==> config.mk <==
export PLATFORM = sky130hd
export DESIGN_NAME = vrp_ram
export DESIGN_NICKNAME = d
export VERILOG_FILES = /design/src/rtl/core/vrp_ram.sv
export SDC_FILE = /design/constraint.sdc
export NUM_CORES = 1
export LEC_CHECK = 0
export BUFFER_PORTS_ARGS = -buffer_cell sky130_fd_sc_hd__buf_2
export CORE_ASPECT_RATIO = 0.9
export CORE_MARGIN = 2
export CORE_UTILIZATION = 35
export DETAILED_ROUTE_END_ITERATION = 12
export PLACE_DENSITY = 0.55
export SETUP_SLACK_MARGIN = 0.5
export SYNTH_ARGS = -nofsm -noshare
export SYNTH_HDL_FRONTEND = slang
export SYNTH_SLANG_ARGS = --single-unit
export TNS_END_PERCENT = 30
==> constraint.sdc <==
create_clock -name clk -period 3.3 [get_ports clk]
set_input_delay 0.33 -clock clk [delete_from_list [all_inputs] [get_ports clk]]
set_output_delay 0.33 -clock clk [all_outputs]
set_load 0.05 [all_outputs]
==> src/rtl/core/vrp_ram.sv <==
// Generic single-port synchronous RAM with a registered read.
// Used for both the register file and the video memory; no dependencies.
`default_nettype none

module vrp_ram #(
	parameter int WIDTH = 8,
	parameter int DEPTH = 64
) (
	input  wire logic                     clk,
	input  wire logic                     we,
	input  wire logic [$clog2(DEPTH)-1:0] addr,
	input  wire logic [WIDTH-1:0]         wdata,
	output logic      [WIDTH-1:0]         rdata
);

	logic [WIDTH-1:0] mem_q [DEPTH];

	// Write and read share the address; a read during a write returns the old data.
	always_ff @(posedge clk) begin
		if (we) begin
			mem_q[addr] <= wdata;
		end
		rdata <= mem_q[addr];
	end

endmodule

`default_nettype wire

* Yosys cells after proc, flatten, opt, wreduce, memory -nomap -nowiden
Memory sizes are Yosys's and may differ from the RTL's. A register that Yosys moved wholly into a read port is not among the register bits. Index checks and enable logic that the tools add are counted. W data, S select, Z words.
Word-level totals: register bits after elaboration 0, RAM bits 512, memories 1
Operators by class: muxes and demuxes 2
Memory list:
- mem_q | words 64, width 8, rd ports 1, clocked after memory_dff 1, write ports 1, line 16 | logic [WIDTH-1:0] mem_q [DEPTH];
Operators by type and width (number):
- $mux W1 | 2

* Logic depth before layout (Yosys ltp)
Gate-level depths: netlist (run 1).
depth in word-level cells 2, gate-level depth with buffers 10, gate-level depth less buffers 5

* Least setup slack after synthesis (run 1)
OpenSTA, ideal clock, no wires.
path type input port to flip-flop, from input addr[1], to memory mem_q[13][0], enable pin, setup time 370 ps, arrival 2058 ps, data required time 2930 ps, setup slack 871 ps, cell stages on the path 7, cell sequence buf_6 -> buf_6 -> nor2b_1 -> clkbuf_1 -> clkbuf_1 -> nand3_1 -> nor2_1
RTL lines:
- start, declared | line 11 | input wire logic [$clog2(DEPTH)-1:0] addr,
- end, declared | line 16
No word-level cell before the write port.

==> impl_results.md, run 1 <==
- Most frequent cells in the layout: edfxtp_1 (512), buf_4 (137), nor2_1 (81), mux2i_1 (63), clkbuf_16 (53)
- Avg Inst Size Synth: 17.5 µm²
- Initial antenna violation count: 3
- Syn_nets: 1187
- GR peak layer: met2
- Type of the worst min-delay path: in -> reg
- Slew HR: 32.3%
- Slew Viols, Final: 0
- Row count: 84
- Status: completed
- Ys flop type: edfxtp_1
- Leakage Power: approximately 7.8 nW
- CTS tree: yes
- Cell Count, Final, Fillers Out: 2119
- GRT Overall Usage: 18.6%
- Largest net degree at the start of global routing: 52
- Dpl hpwl: 36.2 mm
- Vias: 11600
- Met3 usage: around 4.3%
- Core area: slightly below 0.06 mm²
- Port Buf Inserts: 23
- Clock transition at path regs: 0.06 ns
- Initial core utilization: 35.2%
- H-tree depth: 2
- Clk Latency, worst-skew pair: 0.60 ns
- Crit Path Max Fanout: 41
- Routed wire length: 55.6 mm
- DP Worst Slack: 0.211 ns
- Number of DRC markers in iteration 0: 1216
- Number of global-route vias before repair: 11500
- Clk sinks: 520
- Final WS setup: 0.759 ns
- Final setup TNS: 0 ns
- Async SR Flop Fraction: 0%
- # fillers: 5228
- CTS Buffer Depth: 3
- CP arrival: 3.01 ns
- # DRC: 0
- Worst-margin pin slew: 1.01 ns
- Area grow syn2layout: 16.9%
- Pwr dens: 587 mW/mm²
- GR Layer Usage met2: ~28%
- Setup Buffers After CTS: 0
- Post-route clock skew: between 0.01 and 0.015 ns
- WL/cell: 26.2 µm
- Post-synth top area share: between 70% and 80%
- Fraction of layout cells with a size suffix above 1: 21.7%
- IO Pins: 24
- Yosys top cell by area: edfxtp_1
- Yosys reg bits: 520
- Hold_buf cts: 0
- GRT met1 Usage: a little over a quarter
- Cells after Synth: 1171
- RSZ-0062 raised after global routing: false
- Post-cts resize count: 0
- CP startpoint kind: input port
- Fin. Hold Viols: 0
- Critical path class: in -> reg
- Netlist Area Pre-Place: 0.0204 mm²
- 1st-pass router iterations: 6
- DR vias/cell: 5.50
- Max-Cap Viols: 0
- Ranking of synthesized cells by area: edfxtp_1 (75%), mux4_2 (4.5%), mux2i_1 (3.1%)
- Final count of negative-setup-slack endpoints: 0
- Hold slack: 0.158 ns
- Clock Tree Root: clkbuf_16
- Yosys cell types: 56
- Period utilization: 77.0%
- Yosys warnings: 0
- CP Capture Type: flip-flop
- FMAX: 394 MHz
- Layout Nets: 1322
- First-pass GRT wire length: 80.8 mm
- Commonest non-fill, non-tap cell in the layout: edfxtp_1
- CTS Buf Count: 52
- Max VDD drop: 0.309 mV
- Worst EP required: 3.77 ns
- Die Ht: 233 µm
- Placed cells: 2026
- Post-synthesis sequential area ratio: 76.0%
- Post-route ant nets: 0
- Die Wd: 259 µm
- Global route overflow: 0
- GPL Wtd Cong: 0.844
- Die area: 0.0604 mm²
- Post-synth EDFFs: 512
- Minimum clock period: 2.54 ns
==> final timing paths <==
kind | slack (ns) | cells past startpoint | from | end
max | 0.76 | 10 | addr[1] | rdata[0]$_DFF_P_
min | 0.16 | 1 | wdata[2] | mem_q[21][2]$_DFFE_PP_
max reg2reg | 1.07 | 5 | mem_q[2][7]$_DFFE_PP_ | rdata[7]$_DFF_P_
min reg2reg | 0.63 | 3 | mem_q[3][2]$_DFFE_PP_ | rdata[2]$_DFF_P_
==> cells by family (layout without fill, tap and decap cells) <==
family          Yosys count  in the layout  synth area share (%)
other cells               0              1                     0
buf+inv                  84            257                  1.98
mux                     116            116                  8.26
compound gates          222            222                  8.08
simple gates            229            229                  5.71
flops                   520            520                  76.0
==> registers in the layout (all words and copies together), names as in the netlist <==
signal	flops
rdata	8
mem_q	512
==> critical path, cell delays in order <==
cell and delay, ns:
buf_4 0.49, buf_4 0.29, nor2_2 0.05, buf_4 0.22, buf_4 0.22, a32oi_1 0.25, a31oi_1 0.24, nor4_1 0.62
buf_4 0.21, nand4_1 0.06
==> per-layer routing <==
layer / part of all wire [%] / routed length, µm
met1: 44 / 24500
met2: 44 / 24500
met3: 8.8 / 4910
met4: 3.0 / 1690
met5: 0 / 0
==> metrics by stage <==
| stage | cell area, µm² | util [%] | total power, mW |
|---|---|---|---|
| global placement | 22200 | 38.3 | 8.31 |
| floorplan | 20400 | - | 7.92 |
| finish | 23900 | 41.1 | 14.0 |
| global route | 23900 | 41.1 | 14.4 |
| detailed placement | 22200 | 38.3 | 8.32 |
| CTS | 23900 | 41.1 | 14.1 |
==> power breakdown <==
part / leakage (nW) / switching [mW] / internal [mW]
combinational: 2.35 / 0.583 / 0.270
sequential: 4.67 / 0.0220 / 7.31
clock: 0.811 / 2.44 / 3.40
==> synthesized netlist by cell type (10+ instances only) <==
master and count:
nand2_1 45, nand3b_1 12, mux4_2 41, mux2i_1 63
clkbuf_1 36, a221o_1 11, a31oi_1 15, nand2b_1 24
nor2_1 82, a21oi_1 28, o22a_1 11, edfxtp_1 512
a221oi_1 21, a22oi_1 40, buf_2 30, a22o_1 10
o22ai_1 22
==> area by class of cell <==
cell class | count | area, µm² | share of cell area (%)
diodes | 1 | 2.50 | 0.0105
clock buffers | 67 | 1380 | 5.77
clock inverters | 25 | 270 | 1.13
inverters | 3 | 11.3 | 0.0471
multi-input cells | 567 | 4510 | 18.9
flip-flops and latches | 520 | 15500 | 65.0
well taps | 774 | 968 | 4.05
repair buffers | 162 | 1220 | 5.10
Power figures use the tool's default switching activity.
==> inputs of run 2 (changes only) <==
- PLACE_DENSITY: 0.55 -> 0.57
- clock period: 3.3 -> 2.1 ns (I/O delays scaled with it)
==> run 2 against run 1 <==
Worst hold slack got worse by 0.060 ns; worst setup slack got worse by 0.73 ns; combinational power grew 96%; largest power group unchanged; count of clock-buffer cells in the layout up 8; sequential share of layout area fell by 5.4 points; die area unchanged; total power grew 59%; global-route usage grew 0.33 points; critical path depth shrank 5; first-iteration DRC count grew 3.9%; utilization increased by 3.8 points; sequential power increased by 57%.
==> impl_results.md, run 2 (synthesized netlist as in run 1, its figures left out) <==
- Status: completed
- DP Worst Slack: -0.526 ns (-0.737 ns)
- Clk sinks: 520 (unchanged)
- Port Buf Inserts: 23 (unchanged)
- Leakage Power: 8.51 nW (+8.5%)
- Fin. Hold Viols: 0 (unchanged)
- GPL Wtd Cong: 0.845 (about the same)
- CP arrival: 2.56 ns (-0.45 ns)
- Critical-path cell list: mux2_4 > mux4_2 > o21ai_2 > o2111ai_2 > or4b_1
- Hold slack: 0.0980 ns (-0.0599 ns)
- Placed cells: 2098 (+3.6%)
- Number of DRC markers in iteration 0: 1263 (+3.9%)
- Final count of negative-setup-slack endpoints: 0 (unchanged)
- Minimum clock period: 2.07 ns
- FMAX: roughly 480 MHz
- IO Pins: 24 (unchanged)
- Max reg flops: 512 (unchanged)
- Slowest stage delay, CP: 0.52 ns (-0.10 ns)
- DR vias/cell: 5.40 (-1.7%)
- First-pass GRT wire length: 82.4 mm (+2.0%)
- Worst-margin pin slew: 0.719 ns (-0.294 ns)
- N_diodes: 0 (-1)
- # fillers: 4967 (-5.0%)
- WL/cell: 25.6 µm (-2.4%)
- Routed wire length: 56.3 mm (+1.2%)
- Clk Latency, worst-skew pair: 0.61 ns (about the same)
- CP Capture Type: flip-flop
- RSZ-0062 raised after global routing: true
- CP max-delay cell: or4b_1
- GRT Overall Usage: 18.9% (+0.33 points)
- 1st-pass router iterations: 5 (-1)
- Slew HR: 51.7% (+19 points)
- Final setup TNS: 0 ns (unchanged)
- Vias: 11900 (+1.9%)
- Commonest non-fill, non-tap cell in the layout: edfxtp_1
- Area grow syn2layout: 27.5%
- Period utilization: 98.7%
- Row count: 84 (unchanged)
- Clock Tree Root: clkbuf_16
- Crit Path Max Fanout: 1 (-98%)
- Most frequent cells in the layout: edfxtp_1 (512), buf_4 (143), buf_12 (68), nor2_4 (64), mux2i_1 (63)
- Largest regs: mem_q: 512 flops, rdata: 8 flops
- Initial antenna violation count: 2 (-1)
- Layout Nets: 1397 (+5.7%)
- Initial core utilization: 35.2% (unchanged)
- Max-Cap Viols: 0 (unchanged)
- Critical path class: reg -> reg
- Slew Viols, Final: 0 (unchanged)
- Power Total: 22.3 mW (+59%)
- CP startpoint kind: flip-flop
- CTS Buffer Depth: 3 (unchanged)
- Post-route ant nets: 0 (unchanged)
- Number of global-route vias before repair: 11900 (+3.3%)
- Cell Count, Final, Fillers Out: 2198 (+3.7%)
- Largest net degree at the start of global routing: 65 (+25%)
- Post-route clock skew: 0.0281 ns (+0.0136 ns)
- Final WS setup: 0.0273 ns (-0.731 ns)
- Dpl hpwl: 37.3 mm (+3.1%)
- Die Wd: 259 µm (unchanged)
- Hold_buf cts: 0 (unchanged)
- Die area: 0.0604 mm² (unchanged)
- Die Ht: 233 µm (unchanged)
- Clock transition at path regs: 0.06 ns (about the same)
- # DRC: 0 (unchanged)
- H-tree depth: 2 (unchanged)
- Type of the worst min-delay path: in -> reg
- Core area: 0.0581 mm² (unchanged)
- Max VDD drop: 0.637 mV (+110%)
- CTS tree: yes
- Largest register by flop count: mem_q
- Global route overflow: 0 (unchanged)
- CTS Buf Count: 54 (+3.8%)
- Worst EP required: 2.58 ns (-1.19 ns)
- Fraction of layout cells with a size suffix above 1: 32.7% (+11 points)
- Pwr dens: 856 mW/mm² (+46%)
[run 2: cell types whose count changed in the layout (fill, tap and decap cells not counted), sizes merged]
cell | previous run | this run
clkinv | 18 | 20
inv | 3 | 4
clkbuf | 67 | 75
buf | 162 | 235
diode | 1 | 0
bufinv | 6 | 2
[run 2: repair_timing]
action | CTS | global route
setup endpoints to repair | 176 | 51
setup buffers | 0 | 1
gates resized for setup | 22 | 13
pin swaps | 8 | 1
[run 2: power breakdown]
group	total [mW]	switching, mW	leakage [nW]	internal [mW]
Clock	9.11	3.94	0.820	5.17
Combinational	1.67	1.03	3.01	0.640
Sequential	11.5	0.0453	4.67	11.5
[run 2: final cells by class]
class / instances / area, µm² / share of cell area [%]
Clock buffer: 75 / 1480 / 5.68
Inverter: 3 / 11.3 / 0.0432
Clock inverter: 24 / 195 / 0.748
Multi-Input combinational cell: 567 / 5310 / 20.4
Timing Repair Buffer: 235 / 2580 / 9.89
Tap cell: 774 / 968 / 3.71
Sequential cell: 520 / 15500 / 59.6
[run 2: final timing paths]
check	from	endpoint	slack [ns]	cells past startpoint
worst min register to register	mem_q[3][2]$_DFFE_PP_	rdata[2]$_DFF_P_	0.68	3
worst max register to register	mem_q[0][7]$_DFFE_PP_	rdata[7]$_DFF_P_	0.03	5
worst max-delay path	mem_q[0][7]$_DFFE_PP_	rdata[7]$_DFF_P_	0.03	5
worst min-delay path	wdata[4]	mem_q[17][4]$_DFFE_PP_	0.1	2
[run 2: routing by layer]
| layer | vias up | global-route usage (%) | routed length (µm) |
|---|---|---|---|
| li1 | 5203 | - | - |
| met1 | 6133 | 26.6 | 24800 |
| met2 | 454 | 29.7 | 26100 |
| met3 | 76 | 4.28 | 4430 |
| met4 | 2 | 4.80 | 1010 |
| met5 | - | 0 | 12 |
[run 2: through the flow]
step / utilization [%] / area [µm²]
final: 44.9 / 26100
after global routing: 44.9 / 26100
after CTS: 44.7 / 26000
after detailed placement: 41.6 / 24200
after global placement: 41.6 / 24200
after floorplan: - / 21200
[run 2: critical path: cells and delay by family, from the launching register on]
family	cells	cell delay (ns)
AND/OR/NAND/NOR	1	0.52
multiplexers	2	0.74
AO/OA/AOI/OAI	2	0.31
flip-flops	1	0.37
